==> src/sv/rar_pkg.sv <==
// Shared types and constants for the rational arithmetic reducer.
`default_nettype none

package rar_pkg;

  typedef enum logic [1:0] {
    ACT_ADD = 2'd0,
    ACT_SUB = 2'd1,
    ACT_MUL = 2'd2,
    ACT_DIV = 2'd3
  } action_e;

  localparam logic [1:0] STAT_OK       = 2'd0;
  localparam logic [1:0] STAT_DIV_ZERO = 2'd1;
  localparam logic [1:0] STAT_DEN_ZERO = 2'd2;

  typedef enum logic [8:0] {
    S_IDLE = 9'b000000001,
    S_MUL0 = 9'b000000010,
    S_MUL1 = 9'b000000100,
    S_MUL2 = 9'b000001000,
    S_COMB = 9'b000010000,
    S_SIGN = 9'b000100000,
    S_GCD  = 9'b001000000,
    S_DIV  = 9'b010000000,
    S_DONE = 9'b100000000
  } state_e;

  // sequencer to datapath
  typedef struct packed {
    logic start;
    logic mul0;
    logic mul1;
    logic mul2;
    logic comb;
    logic sign;
    logic gcd;
    logic div_load;
    logic div_step;
    logic out_load;
  } ctl_t;

  // datapath to sequencer
  typedef struct packed {
    logic in_err;
    logic gcd_done;
  } dp_stat_t;

endpackage

`default_nettype wire

==> src/sv/rar_ctrl.sv <==
// Sequencer for the multiply, GCD and division steps.
`default_nettype none

module rar_ctrl #(
  parameter int IN_WIDTH = 16
) (
  input  wire logic              clk_i,
  input  wire logic              rst_ni,
  input  wire logic              in_valid_i,
  output logic                   in_stall_o,
  input  wire logic              out_free_i,
  input  wire rar_pkg::dp_stat_t stat_i,
  output rar_pkg::ctl_t          ctl_o
);

  localparam int MW = 2 * IN_WIDTH - 1;
  localparam int CW = $clog2(MW);

  rar_pkg::state_e state_q, state_d;
  logic [CW-1:0]   cnt_q, cnt_d;

  always_comb begin
    state_d    = state_q;
    cnt_d      = cnt_q;
    ctl_o      = '0;
    in_stall_o = 1'b1;
    case (state_q)
      rar_pkg::S_IDLE: begin
        in_stall_o = 1'b0;
        if (in_valid_i) begin
          ctl_o.start = 1'b1;
          state_d = stat_i.in_err ? rar_pkg::S_DONE : rar_pkg::S_MUL0;
        end
      end
      rar_pkg::S_MUL0: begin
        ctl_o.mul0 = 1'b1;
        state_d = rar_pkg::S_MUL1;
      end
      rar_pkg::S_MUL1: begin
        ctl_o.mul1 = 1'b1;
        state_d = rar_pkg::S_MUL2;
      end
      rar_pkg::S_MUL2: begin
        ctl_o.mul2 = 1'b1;
        state_d = rar_pkg::S_COMB;
      end
      rar_pkg::S_COMB: begin
        ctl_o.comb = 1'b1;
        state_d = rar_pkg::S_SIGN;
      end
      rar_pkg::S_SIGN: begin
        ctl_o.sign = 1'b1;
        state_d = rar_pkg::S_GCD;
      end
      rar_pkg::S_GCD: begin
        ctl_o.gcd = 1'b1;
        if (stat_i.gcd_done) begin
          ctl_o.div_load = 1'b1;
          cnt_d = '0;
          state_d = rar_pkg::S_DIV;
        end
      end
      rar_pkg::S_DIV: begin
        ctl_o.div_step = 1'b1;
        cnt_d = cnt_q + 1'b1;
        if (cnt_q == CW'(MW - 1)) begin
          state_d = rar_pkg::S_DONE;
        end
      end
      rar_pkg::S_DONE: begin
        if (out_free_i) begin
          ctl_o.out_load = 1'b1;
          state_d = rar_pkg::S_IDLE;
        end
      end
      default: begin
        state_d = rar_pkg::S_IDLE;
      end
    endcase
  end

  always_ff @(posedge clk_i or negedge rst_ni) begin
    if (!rst_ni) begin
      state_q <= rar_pkg::S_IDLE;
      cnt_q   <= '0;
    end else begin
      state_q <= state_d;
      cnt_q   <= cnt_d;
    end
  end

endmodule

`default_nettype wire

==> src/sv/rar_dp.sv <==
// Datapath: shared multiplier, binary GCD unit and two-lane restoring divider.
`default_nettype none

module rar_dp #(
  parameter int IN_WIDTH = 16
) (
  input  wire logic                       clk_i,
  input  wire logic                       rst_ni,
  input  wire rar_pkg::ctl_t              ctl_i,
  output rar_pkg::dp_stat_t               stat_o,
  input  wire logic [1:0]                 action_i,
  input  wire logic signed [IN_WIDTH-1:0] a_num_i,
  input  wire logic [IN_WIDTH-2:0]        a_den_i,
  input  wire logic signed [IN_WIDTH-1:0] b_num_i,
  input  wire logic [IN_WIDTH-2:0]        b_den_i,
  output logic [31:0]                     res_num_o,
  output logic [30:0]                     res_den_o,
  output logic [1:0]                      status_o
);

  localparam int PW = 2 * IN_WIDTH;
  localparam int MW = PW - 1;
  localparam int KW = $clog2(MW);

  logic [1:0]                 act_q;
  logic signed [IN_WIDTH-1:0] an_q, bn_q;
  logic [IN_WIDTH-2:0]        ad_q, bd_q;
  logic [1:0]                 stat_q, stat_d;
  logic signed [PW-1:0]       p0_q, p1_q, p2_q;
  logic signed [PW-1:0]       n_q, d_q;
  logic [MW-1:0]              un_q, ud_q;
  logic [MW-1:0]              gu_q, gv_q;
  logic [KW-1:0]              k_q;
  logic                       neg_q;
  logic [MW-1:0]              rn_q, rd_q;

  // input checks, zero denominator takes priority
  always_comb begin
    if (a_den_i == '0 || b_den_i == '0) begin
      stat_d = rar_pkg::STAT_DEN_ZERO;
    end else if (action_i == rar_pkg::ACT_DIV && b_num_i == '0) begin
      stat_d = rar_pkg::STAT_DIV_ZERO;
    end else begin
      stat_d = rar_pkg::STAT_OK;
    end
  end

  assign stat_o.in_err   = (stat_d != rar_pkg::STAT_OK);
  assign stat_o.gcd_done = (gu_q == '0);

  always_ff @(posedge clk_i or negedge rst_ni) begin
    if (!rst_ni) begin
      stat_q <= rar_pkg::STAT_OK;
    end else if (ctl_i.start) begin
      stat_q <= stat_d;
    end
  end

  always_ff @(posedge clk_i) begin
    if (ctl_i.start) begin
      act_q <= action_i;
      an_q  <= a_num_i;
      ad_q  <= a_den_i;
      bn_q  <= b_num_i;
      bd_q  <= b_den_i;
    end
  end

  // shared multiplier, one product per cycle
  logic signed [IN_WIDTH-1:0] ad_s, bd_s, mul_a, mul_b;
  logic signed [PW-1:0]       mul_p;

  assign ad_s = signed'({1'b0, ad_q});
  assign bd_s = signed'({1'b0, bd_q});

  always_comb begin
    if (ctl_i.mul0) begin
      mul_a = an_q;
      mul_b = (act_q == rar_pkg::ACT_MUL) ? bn_q : bd_s;
    end else if (ctl_i.mul1) begin
      mul_a = bn_q;
      mul_b = ad_s;
    end else begin
      mul_a = ad_s;
      mul_b = bd_s;
    end
  end

  assign mul_p = PW'(mul_a) * PW'(mul_b);

  always_ff @(posedge clk_i) begin
    if (ctl_i.mul0) p0_q <= mul_p;
    if (ctl_i.mul1) p1_q <= mul_p;
    if (ctl_i.mul2) p2_q <= mul_p;
  end

  // cross-product combine
  always_ff @(posedge clk_i) begin
    if (ctl_i.comb) begin
      case (rar_pkg::action_e'(act_q))
        rar_pkg::ACT_ADD: n_q <= p0_q + p1_q;
        rar_pkg::ACT_SUB: n_q <= p0_q - p1_q;
        default:          n_q <= p0_q;
      endcase
      d_q <= (act_q == rar_pkg::ACT_DIV) ? p1_q : p2_q;
    end
  end

  // magnitudes
  logic [PW-1:0] n_mag, d_mag;
  assign n_mag = n_q[PW-1] ? (PW'(0) - PW'(n_q)) : PW'(n_q);
  assign d_mag = d_q[PW-1] ? (PW'(0) - PW'(d_q)) : PW'(d_q);

  // binary GCD step
  logic [MW:0]   duv;
  logic [MW-1:0] dvu;
  logic          u_ge;

  assign duv  = {1'b0, gu_q} - {1'b0, gv_q};
  assign dvu  = gv_q - gu_q;
  assign u_ge = !duv[MW];

  // restoring division lanes, quotient bits shift into the dividend register
  logic [MW:0]   n_sh, d_sh;
  logic [MW+1:0] n_try, d_try;
  logic          n_ge, d_ge;

  assign n_sh  = {rn_q, un_q[MW-1]};
  assign d_sh  = {rd_q, ud_q[MW-1]};
  assign n_try = {1'b0, n_sh} - {2'b00, gv_q};
  assign d_try = {1'b0, d_sh} - {2'b00, gv_q};
  assign n_ge  = !n_try[MW+1];
  assign d_ge  = !d_try[MW+1];

  always_ff @(posedge clk_i) begin
    if (ctl_i.sign) begin
      un_q  <= n_mag[MW-1:0];
      ud_q  <= d_mag[MW-1:0];
      gu_q  <= n_mag[MW-1:0];
      gv_q  <= d_mag[MW-1:0];
      k_q   <= '0;
      neg_q <= n_q[PW-1] ^ d_q[PW-1];
    end else if (ctl_i.gcd) begin
      if (gu_q == '0) begin
        gu_q <= gu_q;
      end else if (!gu_q[0] && !gv_q[0]) begin
        gu_q <= gu_q >> 1;
        gv_q <= gv_q >> 1;
        k_q  <= k_q + 1'b1;
      end else if (!gu_q[0]) begin
        gu_q <= gu_q >> 1;
      end else if (!gv_q[0]) begin
        gv_q <= gv_q >> 1;
      end else if (u_ge) begin
        gu_q <= duv[MW-1:0];
      end else begin
        gv_q <= dvu;
      end
    end
    if (ctl_i.div_load) begin
      // common power of two leaves by shift, odd part by division
      un_q <= un_q >> k_q;
      ud_q <= ud_q >> k_q;
      rn_q <= '0;
      rd_q <= '0;
    end else if (ctl_i.div_step) begin
      un_q <= {un_q[MW-2:0], n_ge};
      ud_q <= {ud_q[MW-2:0], d_ge};
      rn_q <= n_ge ? n_try[MW-1:0] : n_sh[MW-1:0];
      rd_q <= d_ge ? d_try[MW-1:0] : d_sh[MW-1:0];
    end
  end

  // result formatting
  logic [63:0] mag64, num64, den64;
  logic        neg_fin;

  assign mag64   = 64'(un_q);
  assign den64   = 64'(ud_q);
  assign neg_fin = neg_q && (un_q != '0);
  assign num64   = neg_fin ? (64'd0 - mag64) : mag64;

  always_comb begin
    status_o = stat_q;
    if (stat_q != rar_pkg::STAT_OK) begin
      res_num_o = 32'd0;
      res_den_o = 31'd1;
    end else begin
      res_num_o = num64[31:0];
      res_den_o = den64[30:0];
    end
  end

endmodule

`default_nettype wire

==> src/sv/rational_arith_reduce.sv <==
// Top level of the rational arithmetic reducer with output register.
`default_nettype none

// Adds, subtracts, multiplies or divides two fractions and returns the result
// reduced to lowest terms with a positive denominator (zero as 0/1). One
// transaction is worked on at a time; input is stalled until its result has
// moved to the output register, which may still hold the previous result when
// the next transaction is taken. A valid transaction goes through setup
// (three products through one shared multiplier, combine, magnitude), then the
// binary GCD loop of one compare-subtract or shift per cycle, then 2*IN_WIDTH-1
// restoring-division steps and a handoff to the output register. A zero
// denominator or a divide by a zero fraction is flagged in status and
// returns 0/1.
module rational_arith_reduce #(
  parameter int IN_WIDTH = 16
) (
  input  wire logic                       clk_i,
  input  wire logic                       rst_ni,
  input  wire logic                       in_valid_i,
  output logic                            in_stall_o,
  input  wire logic [1:0]                 action_i,
  input  wire logic signed [IN_WIDTH-1:0] a_num_i,
  input  wire logic [IN_WIDTH-2:0]        a_den_i,
  input  wire logic signed [IN_WIDTH-1:0] b_num_i,
  input  wire logic [IN_WIDTH-2:0]        b_den_i,
  output logic                            out_valid_o,
  input  wire logic                       out_stall_i,
  output logic signed [31:0]              res_num_o,
  output logic [30:0]                     res_den_o,
  output logic [1:0]                      status_o
);

  rar_pkg::ctl_t     ctl;
  rar_pkg::dp_stat_t dp_stat;
  logic              out_free;
  logic [31:0]       dp_num;
  logic [30:0]       dp_den;
  logic [1:0]        dp_status;
  logic              out_valid_q, out_valid_d;
  logic [31:0]       res_num_q;
  logic [30:0]       res_den_q;
  logic [1:0]        status_q;

  assign out_free = !out_valid_q || !out_stall_i;

  rar_ctrl #(
    .IN_WIDTH (IN_WIDTH)
  ) u_ctrl (
    .clk_i      (clk_i),
    .rst_ni     (rst_ni),
    .in_valid_i (in_valid_i),
    .in_stall_o (in_stall_o),
    .out_free_i (out_free),
    .stat_i     (dp_stat),
    .ctl_o      (ctl)
  );

  rar_dp #(
    .IN_WIDTH (IN_WIDTH)
  ) u_dp (
    .clk_i     (clk_i),
    .rst_ni    (rst_ni),
    .ctl_i     (ctl),
    .stat_o    (dp_stat),
    .action_i  (action_i),
    .a_num_i   (a_num_i),
    .a_den_i   (a_den_i),
    .b_num_i   (b_num_i),
    .b_den_i   (b_den_i),
    .res_num_o (dp_num),
    .res_den_o (dp_den),
    .status_o  (dp_status)
  );

  always_comb begin
    out_valid_d = out_valid_q;
    if (ctl.out_load) begin
      out_valid_d = 1'b1;
    end else if (!out_stall_i) begin
      out_valid_d = 1'b0;
    end
  end

  always_ff @(posedge clk_i or negedge rst_ni) begin
    if (!rst_ni) begin
      out_valid_q <= 1'b0;
    end else begin
      out_valid_q <= out_valid_d;
    end
  end

  always_ff @(posedge clk_i) begin
    if (ctl.out_load) begin
      res_num_q <= dp_num;
      res_den_q <= dp_den;
      status_q  <= dp_status;
    end
  end

  assign out_valid_o = out_valid_q;
  assign res_num_o   = signed'(res_num_q);
  assign res_den_o   = res_den_q;
  assign status_o    = status_q;

`ifndef SYNTHESIS
  // a flagged transaction always carries 0/1
  a_err_zero: assert property (@(posedge clk_i) disable iff (!rst_ni)
    out_valid_o && (status_o != rar_pkg::STAT_OK) |->
      (res_num_o == 32'sd0) && (res_den_o == 31'd1))
    else $error("flagged result is not 0/1");

  // one transaction in flight: busy right after acceptance
  a_busy: assert property (@(posedge clk_i) disable iff (!rst_ni)
    in_valid_i && !in_stall_o |=> in_stall_o)
    else $error("input taken while a transaction is in flight");

  // a new result only follows a busy cycle
  a_out_after_busy: assert property (@(posedge clk_i) disable iff (!rst_ni)
    $rose(out_valid_o) |-> $past(in_stall_o))
    else $error("result appeared without a transaction in flight");
`endif

endmodule

`default_nettype wire
==> config.mk <==
export PLATFORM = sky130hd
export DESIGN_NAME = rational_arith_reduce
export DESIGN_NICKNAME = d
export VERILOG_FILES = /design/src/sv/rar_pkg.sv /design/src/sv/rar_ctrl.sv /design/src/sv/rar_dp.sv /design/src/sv/rational_arith_reduce.sv
export SDC_FILE = /design/constraint.sdc
export NUM_CORES = 2
export LEC_CHECK = 0
export BUFFER_PORTS_ARGS = -buffer_cell sky130_fd_sc_hd__buf_2
export CORE_ASPECT_RATIO = 1.2
export CORE_UTILIZATION = 58
export DETAILED_ROUTE_END_ITERATION = 6
export PLACE_DENSITY = 0.78
export SLEW_MARGIN = 10
export SYNTH_ARGS = -nofsm -noshare
export SYNTH_HDL_FRONTEND = slang
export SYNTH_SLANG_ARGS = --single-unit
==> constraint.sdc <==
create_clock -name clk_i -period 8.05 [get_ports clk_i]
set_input_delay 0.805 -clock clk_i [delete_from_list [all_inputs] [get_ports clk_i]]
set_output_delay 0.805 -clock clk_i [all_outputs]
set_load 0.02 [all_outputs]
== Yosys cells after proc, flatten, opt, wreduce, memory -nomap -nowiden ==
Index checks and enable logic that the tools add are counted.

* Add/sub/neg operators: 11
* Bitwise logic cells: 3
* Muxes and demuxes: 57
* Reduce and logical (&&, ||, !) cells: 31
* Equal/unequal tests: 23
* Multiply operators: 1
* Shift operators: 2

{| class="wikitable"
|+ Operators with widths
! cell !! count
|-
| 2-to-1 mux 31 bit || 25
|-
| one-hot mux 9 bit (9 select lines) || 1
|-
| subtractor 32 x 31 -> 33 bit || 2
|-
| 2-to-1 mux 16 bit || 4
|-
| one-hot mux 32 bit (2 select lines) || 1
|-
| right shift 31 x 5 -> 31 bit || 2
|-
| subtractor 1 x 31 -> 31 bit (first input constant) || 2
|-
| 2-to-1 mux 9 bit || 5
|-
| adder 32 bit || 1
|-
| multiplier 16 x 16 -> 32 bit || 1
|-
| 2-to-1 mux 32 bit || 1
|-
| subtractor 1 x 31 -> 32 bit (first input constant) || 1
|-
| subtractor 31 x 31 -> 32 bit || 1
|-
| subtractor 32 bit || 1
|-
| zero test 31 bit || 1
|-
| nonzero test 31 bit || 1
|-
| subtractor 31 bit || 1
|-
| zero test 15 bit || 2
|-
| zero test 16 bit || 1
|-
| 2-to-1 mux 1 bit || 15
|-
| 2-to-1 mux 15 bit || 1
|-
| != test 4 bit (second input constant) || 3
|-
| AND reduction 4 bit || 3
|-
| adder 5 x 1 -> 5 bit (second input constant) || 2
|-
| other kinds (28) || 50
|}

* Logic and storage cells: 156
* Register bits: 498
* Bits of input ports: 68

== Longest topological paths before layout ==
* Depth in word-level cells: 8
* Depth in mapped cells: 34
* Gate-level depth less buffers: 32

== By module ==
From an unflattened synthesis, not the netlist that was laid out.

* Cells, all modules: 4579
* Area total of the unflattened synthesis: 43452.9 µm²

{| class="wikitable"
|+ By module, submodules not included
! module !! area an instance (µm²) !! times used !! cells each !! sequential area each (µm²)
|-
| rar_dp || 40527.6 || 1 || 4415 || 11871.4
|-
| rational_arith_reduce || 1988.2 || 1 || 68 || 1976.9
|-
| rar_ctrl || 937.1 || 1 || 96 || 351.6
|}

== Worst setup path before layout ==
OpenSTA, ideal clock, no wires.

* Kind: flip-flop to flip-flop
* From: register u_ctrl.state_q[5]
* To: register u_dp.p0_q[30] (data pin)
* Setup slack: -700 ps
* Period minus slack after synthesis: 8750 ps
* Stages on the path, launching flop included: 30
* Arrival time: 8483 ps
* Data required time: 7783 ps
* Cell sequence: dfrtp_1 > nor3_1 > nand2b_1 > nor2_1 > nand2_1 > nor3b_1 > clkbuf_1 > clkbuf_1 > o21ai_1 > nand2_1 > fa_1 > fa_1 > fa_1 > fa_1 > inv_1 > fa_1 > inv_1 > fa_1 > inv_1 > ha_1 > nand3_1 > nor2_1 > a31oi_1 > a311oi_1 > a31oi_1 > o21ai_1 > or4_1 > a31o_1 > a21oi_1 > xnor2_1

* Cells in the longest elaborated chain, start to end: 5
* Elaborated cells between the ends (all ways): 9

{| class="wikitable"
|+ RTL lines
! item !! line !! RTL
|-
| from (decl) || rar_ctrl.sv:19 || <nowiki>rar_pkg::state_e state_q, state_d;</nowiki>
|-
| from (signal assigned) || rar_ctrl.sv:84 || <nowiki>state_q <= rar_pkg::S_IDLE;</nowiki>
|-
| from (signal assigned) || rar_ctrl.sv:87 || <nowiki>state_q <= state_d;</nowiki>
|-
| equality test 9 x 3 -> 1 bit || rar_ctrl.sv:27 || <nowiki>case (state_q)</nowiki>
|-
| 2-to-1 mux 1 bit || rar_ctrl.sv:27 ||
|-
| 2-to-1 mux 16 bit / 2-to-1 mux 15 bit (equally long branches) || rar_dp.sv:80 || <nowiki>end else if (ctl_i.mul1) begin</nowiki>
|-
| 2-to-1 mux 16 bit || rar_dp.sv:77 || <nowiki>if (ctl_i.mul0) begin</nowiki>
|-
| multiplier 16 x 16 -> 32 bit * || rar_dp.sv:89 || <nowiki>assign mul_p = PW'(mul_a) * PW'(mul_b);</nowiki>
|-
| net u_dp.mul_p[30] || rar_dp.sv:71 || <nowiki>logic signed [PW-1:0] mul_p;</nowiki>
|-
| to (signal assigned) || rar_dp.sv:92 || <nowiki>if (ctl_i.mul0) p0_q <= mul_p;</nowiki>
|-
| to (decl) || rar_dp.sv:29 || <nowiki>logic signed [PW-1:0] p0_q, p1_q, p2_q;</nowiki>
|}

The timed path passes the listed nets; every way through them passes the cells marked *.
A chain may end at the register's enable or synchronous reset.

== Worst setup path after layout ==
* From: register u_ctrl.state_q[0]
* To: register u_dp.p2_q[31] (data pin)

* Cells in the longest elaborated chain, start to end: 5
* Elaborated cells between the ends (all ways): 9

{| class="wikitable"
|+ RTL lines
! item !! line !! RTL
|-
| equality test 9 x 3 -> 1 bit || rar_ctrl.sv:27 ||
|-
| 2-to-1 mux 1 bit || rar_ctrl.sv:27 ||
|-
| 2-to-1 mux 16 bit / 2-to-1 mux 15 bit (equally long branches) || rar_dp.sv:80 ||
|-
| 2-to-1 mux 16 bit || rar_dp.sv:77 ||
|-
| multiplier 16 x 16 -> 32 bit * || rar_dp.sv:89 ||
|-
| net u_dp.mul_p[31] || rar_dp.sv:71 ||
|-
| to (signal assigned) || rar_dp.sv:94 || <nowiki>if (ctl_i.mul2) p2_q <= mul_p;</nowiki>
|-
| to (decl) || rar_dp.sv:29 ||
|}

Marks and branches as above.

==> results.tsv <==
metric	value	unit
status	finished, violations left	
failing checks	design-rule violations	
DP HPWL	97500	um
CTS root buf	clkbuf_16	
flops & latches, synth	498	
Tmin final	7830	ps
# port buffers	134	
syn nets	5109	
global-route wire length before repair	193000	um
number of max-cap violations	0	
mean area per synthesized cell	9.44	sq um
CTS Buf Count	52	
antenna-violating nets left	0	
Core ar.	72700	sq um
Final setup viols	0	
register-to-register path setup slack	220	ps
layout cells sized above 1	0.122	
EDFF count, synth	414	
Clock Pin Slew Worst Setup and Hold Paths	60	ps
hold_buf cts	0	
Routed WL per cell	22.0	um
CTS tree	done	
WL final	125000	um
pin count of the biggest net entering global routing	90	
ANT cells	0	
# clock sinks	498	
chip height	299	um
die area	74800	sq um
endpoint type of the worst setup path	register	
GRT overflow	0	
worst hold path class	primary input to asynchronous set/reset pin	
fin crit share	0.973	
H-tree levels	2	
DRT iter0 DRCs	3079	
vias per inst	6.18	
mapped cell area	42800	sq um
worst skew pair latency	650	ps
die width	250	um
cells after synthesis	4529	
Final Hold Viols	0	
GRT Resource Usage Total	0.333	
Ys Warns	0	
post-synth cell types	92	
Worst Skew	53.2	ps
DRT Pass-1 Iters	7	
CP dominant cell by count	fa_1	
Startpoint Class	register	
Clock Tree Buf Depth	3	
worst-margin pin slew	1270	ps
Ports	135	
top-count cell post-synth	inv_1	
R2R Path End	u_dp.p2_q[31]$_DFFE_PP_	
crit-path max cell delay	580	ps
Row Count	108	
Layout Nets	5277	
main flop type after synthesis	edfxtp_1	
DRC Markers	1	
Post-synth ARST share	0.0341	
achievable clock frequency	128	MHz
sequential-to-total area share from yosys stat	0.332	
max-slew violation count	0	
Syn-to-layout area delta	10.4	%
WP data required	8420	ps
routability congestion estimate	1.05	
Initial Utilization	0.588	
vias post-DR	35056	
Synth top area share	0.291	
vias in the first global route	34676	
most frequent cells after synthesis	inv_1 (422), edfxtp_1 (414), nand2_1 (412)	
Reg2Reg Launch Point	u_ctrl.state_q[0]$_DFFE_PN1P_	
Synth area leaders	edfxtp_1 (29%), fa_1 (12%), ha_1 (7.2%), a21oi_1 (4.0%), inv_1 (3.7%)	
initial antenna violation count	0	
Crit Path Max Fanout	22	
critical path type	register to register	
slew margin rel.	0.153	
Crit path arrival time	8190	ps
worst r2r path cells	33	
Fin Hold WS	108	ps
leading area contributor after synthesis	edfxtp_1	
Worst path slowest cell	fa_1	
[final cells by class]
| class | count | area [sq um] |
|---|---|---|
| tap | 935 | 1170 |
| fill | 5993 | 25500 |
| clock buffer | 60 | 1340 |
| multi-input combinational | 3378 | 26200 |
| timing repair buffer | 341 | 2300 |
| sequential | 498 | 14200 |
| inverter | 426 | 1600 |
| clock inverter | 34 | 402 |
[worst max-delay path, delay by kind of cell, from the launching register on]
family                     cells  cell delay, ps
AOI/OAI and AO/OA              9            1710
xor gates and xnor gates       1             120
adders and majority gates      7            3300
buffers and inverters          6             680
DFF                            1             400
and+or+nand+nor               10            1370
[layer usage]
| metal | wire length, um | part of all wire | vias to the layer above | global-route usage |
|---|---|---|---|---|
| li1 | - | - | 16287 | - |
| met1 | 46100 | 0.37 | 16775 | 0.384 |
| met2 | 60400 | 0.48 | 1540 | 0.572 |
| met3 | 7780 | 0.062 | 454 | 0.0414 |
| met4 | 10400 | 0.084 | 0 | 0.243 |
| met5 | 0 | 0 | - | 0 |
[logic make-up (layout without fill, tap and decap cells)]
kind of cell,Yosys count,in the layout,synth area share
compound gates,1170,1170,0.173
mux,195,195,0.0516
fa+ha+maj,512,512,0.197
flops,498,498,0.332
simple gates,1216,1216,0.129
xor+xnor,285,285,0.0584
buf+inv,653,861,0.0594
[worst max path at each step]
stage / start / cells past startpoint / slack, ps / endpoint
floorplan: u_ctrl.state_q[5]$_DFFE_PN0P_ / 29 / 210 / u_dp.p0_q[30]$_DFFE_PP_
global route: u_ctrl.state_q[0]$_DFFE_PN1P_ / 33 / -70 / u_dp.p1_q[30]$_DFFE_PN_
detailed placement: u_ctrl.state_q[5]$_DFFE_PN0P_ / 31 / 20 / u_dp.p1_q[31]$_DFFE_PN_
global placement: u_ctrl.state_q[5]$_DFFE_PN0P_ / 29 / 160 / u_dp.p0_q[30]$_DFFE_PP_
CTS: u_ctrl.state_q[5]$_DFFE_PN0P_ / 31 / 20 / u_dp.p2_q[31]$_DFFE_PP_
finish: u_ctrl.state_q[0]$_DFFE_PN1P_ / 33 / 220 / u_dp.p2_q[31]$_DFFE_PP_
[through the flow]
stage / util / instance area (sq um) / TNS (ps) / cells / worst slack (ps)
global placement: 0.623 / 45300 / 0 / 5571 / 159
CTS: 0.647 / 47000 / 0 / 5665 / 20.1
global route: 0.650 / 47200 / -389 / 5672 / -66.3
floorplan: - / 42800 / 0 / 4529 / 209
detailed placement: 0.623 / 45300 / 0 / 5571 / 15.3
finish: 0.650 / 47200 / 0 / 5672 / 221
[registers in the layout, summed over array words and instances (netlist names), 5 cells and up]
name and cells:
res_num_o 32, u_dp.ad_q 15, u_dp.k_q 5, u_ctrl.state_q 9, u_dp.rn_q 31, u_dp.p2_q 32, u_dp.d_q 32, u_dp.un_q 31
u_ctrl.cnt_q 5, u_dp.bn_q 16, u_dp.p1_q 32, u_dp.bd_q 15, res_den_o 31, u_dp.p0_q 32, u_dp.ud_q 31, u_dp.an_q 16
u_dp.rd_q 31, u_dp.gv_q 31, u_dp.gu_q 31, u_dp.n_q 32
[what timing repair did]
item	4_1_cts	5_1_grt
endpoints found under the setup margin	0	33
buffers inserted	0	7
resized for setup	0	38
hold endpoints to repair	0	0
[cells in the final DEF, fill, tap and decap left out, types with 158 or more instances in the layout]
| cell | Yosys | final |
|---|---|---|
| xnor2_1 | 159 | 158 |
| o21ai_0 | 294 | 291 |
| buf_4 | 4 | 199 |
| nand2_1 | 412 | 409 |
| ha_1 | 245 | 245 |
| edfxtp_1 | 414 | 414 |
| a21oi_1 | 338 | 333 |
| inv_1 | 422 | 421 |
| nor2_1 | 402 | 399 |
| fa_1 | 267 | 266 |
Power is left out: the tool's default activity adds up to more than one toggle a clock period on the data nets, which glitch-free logic cannot reach.
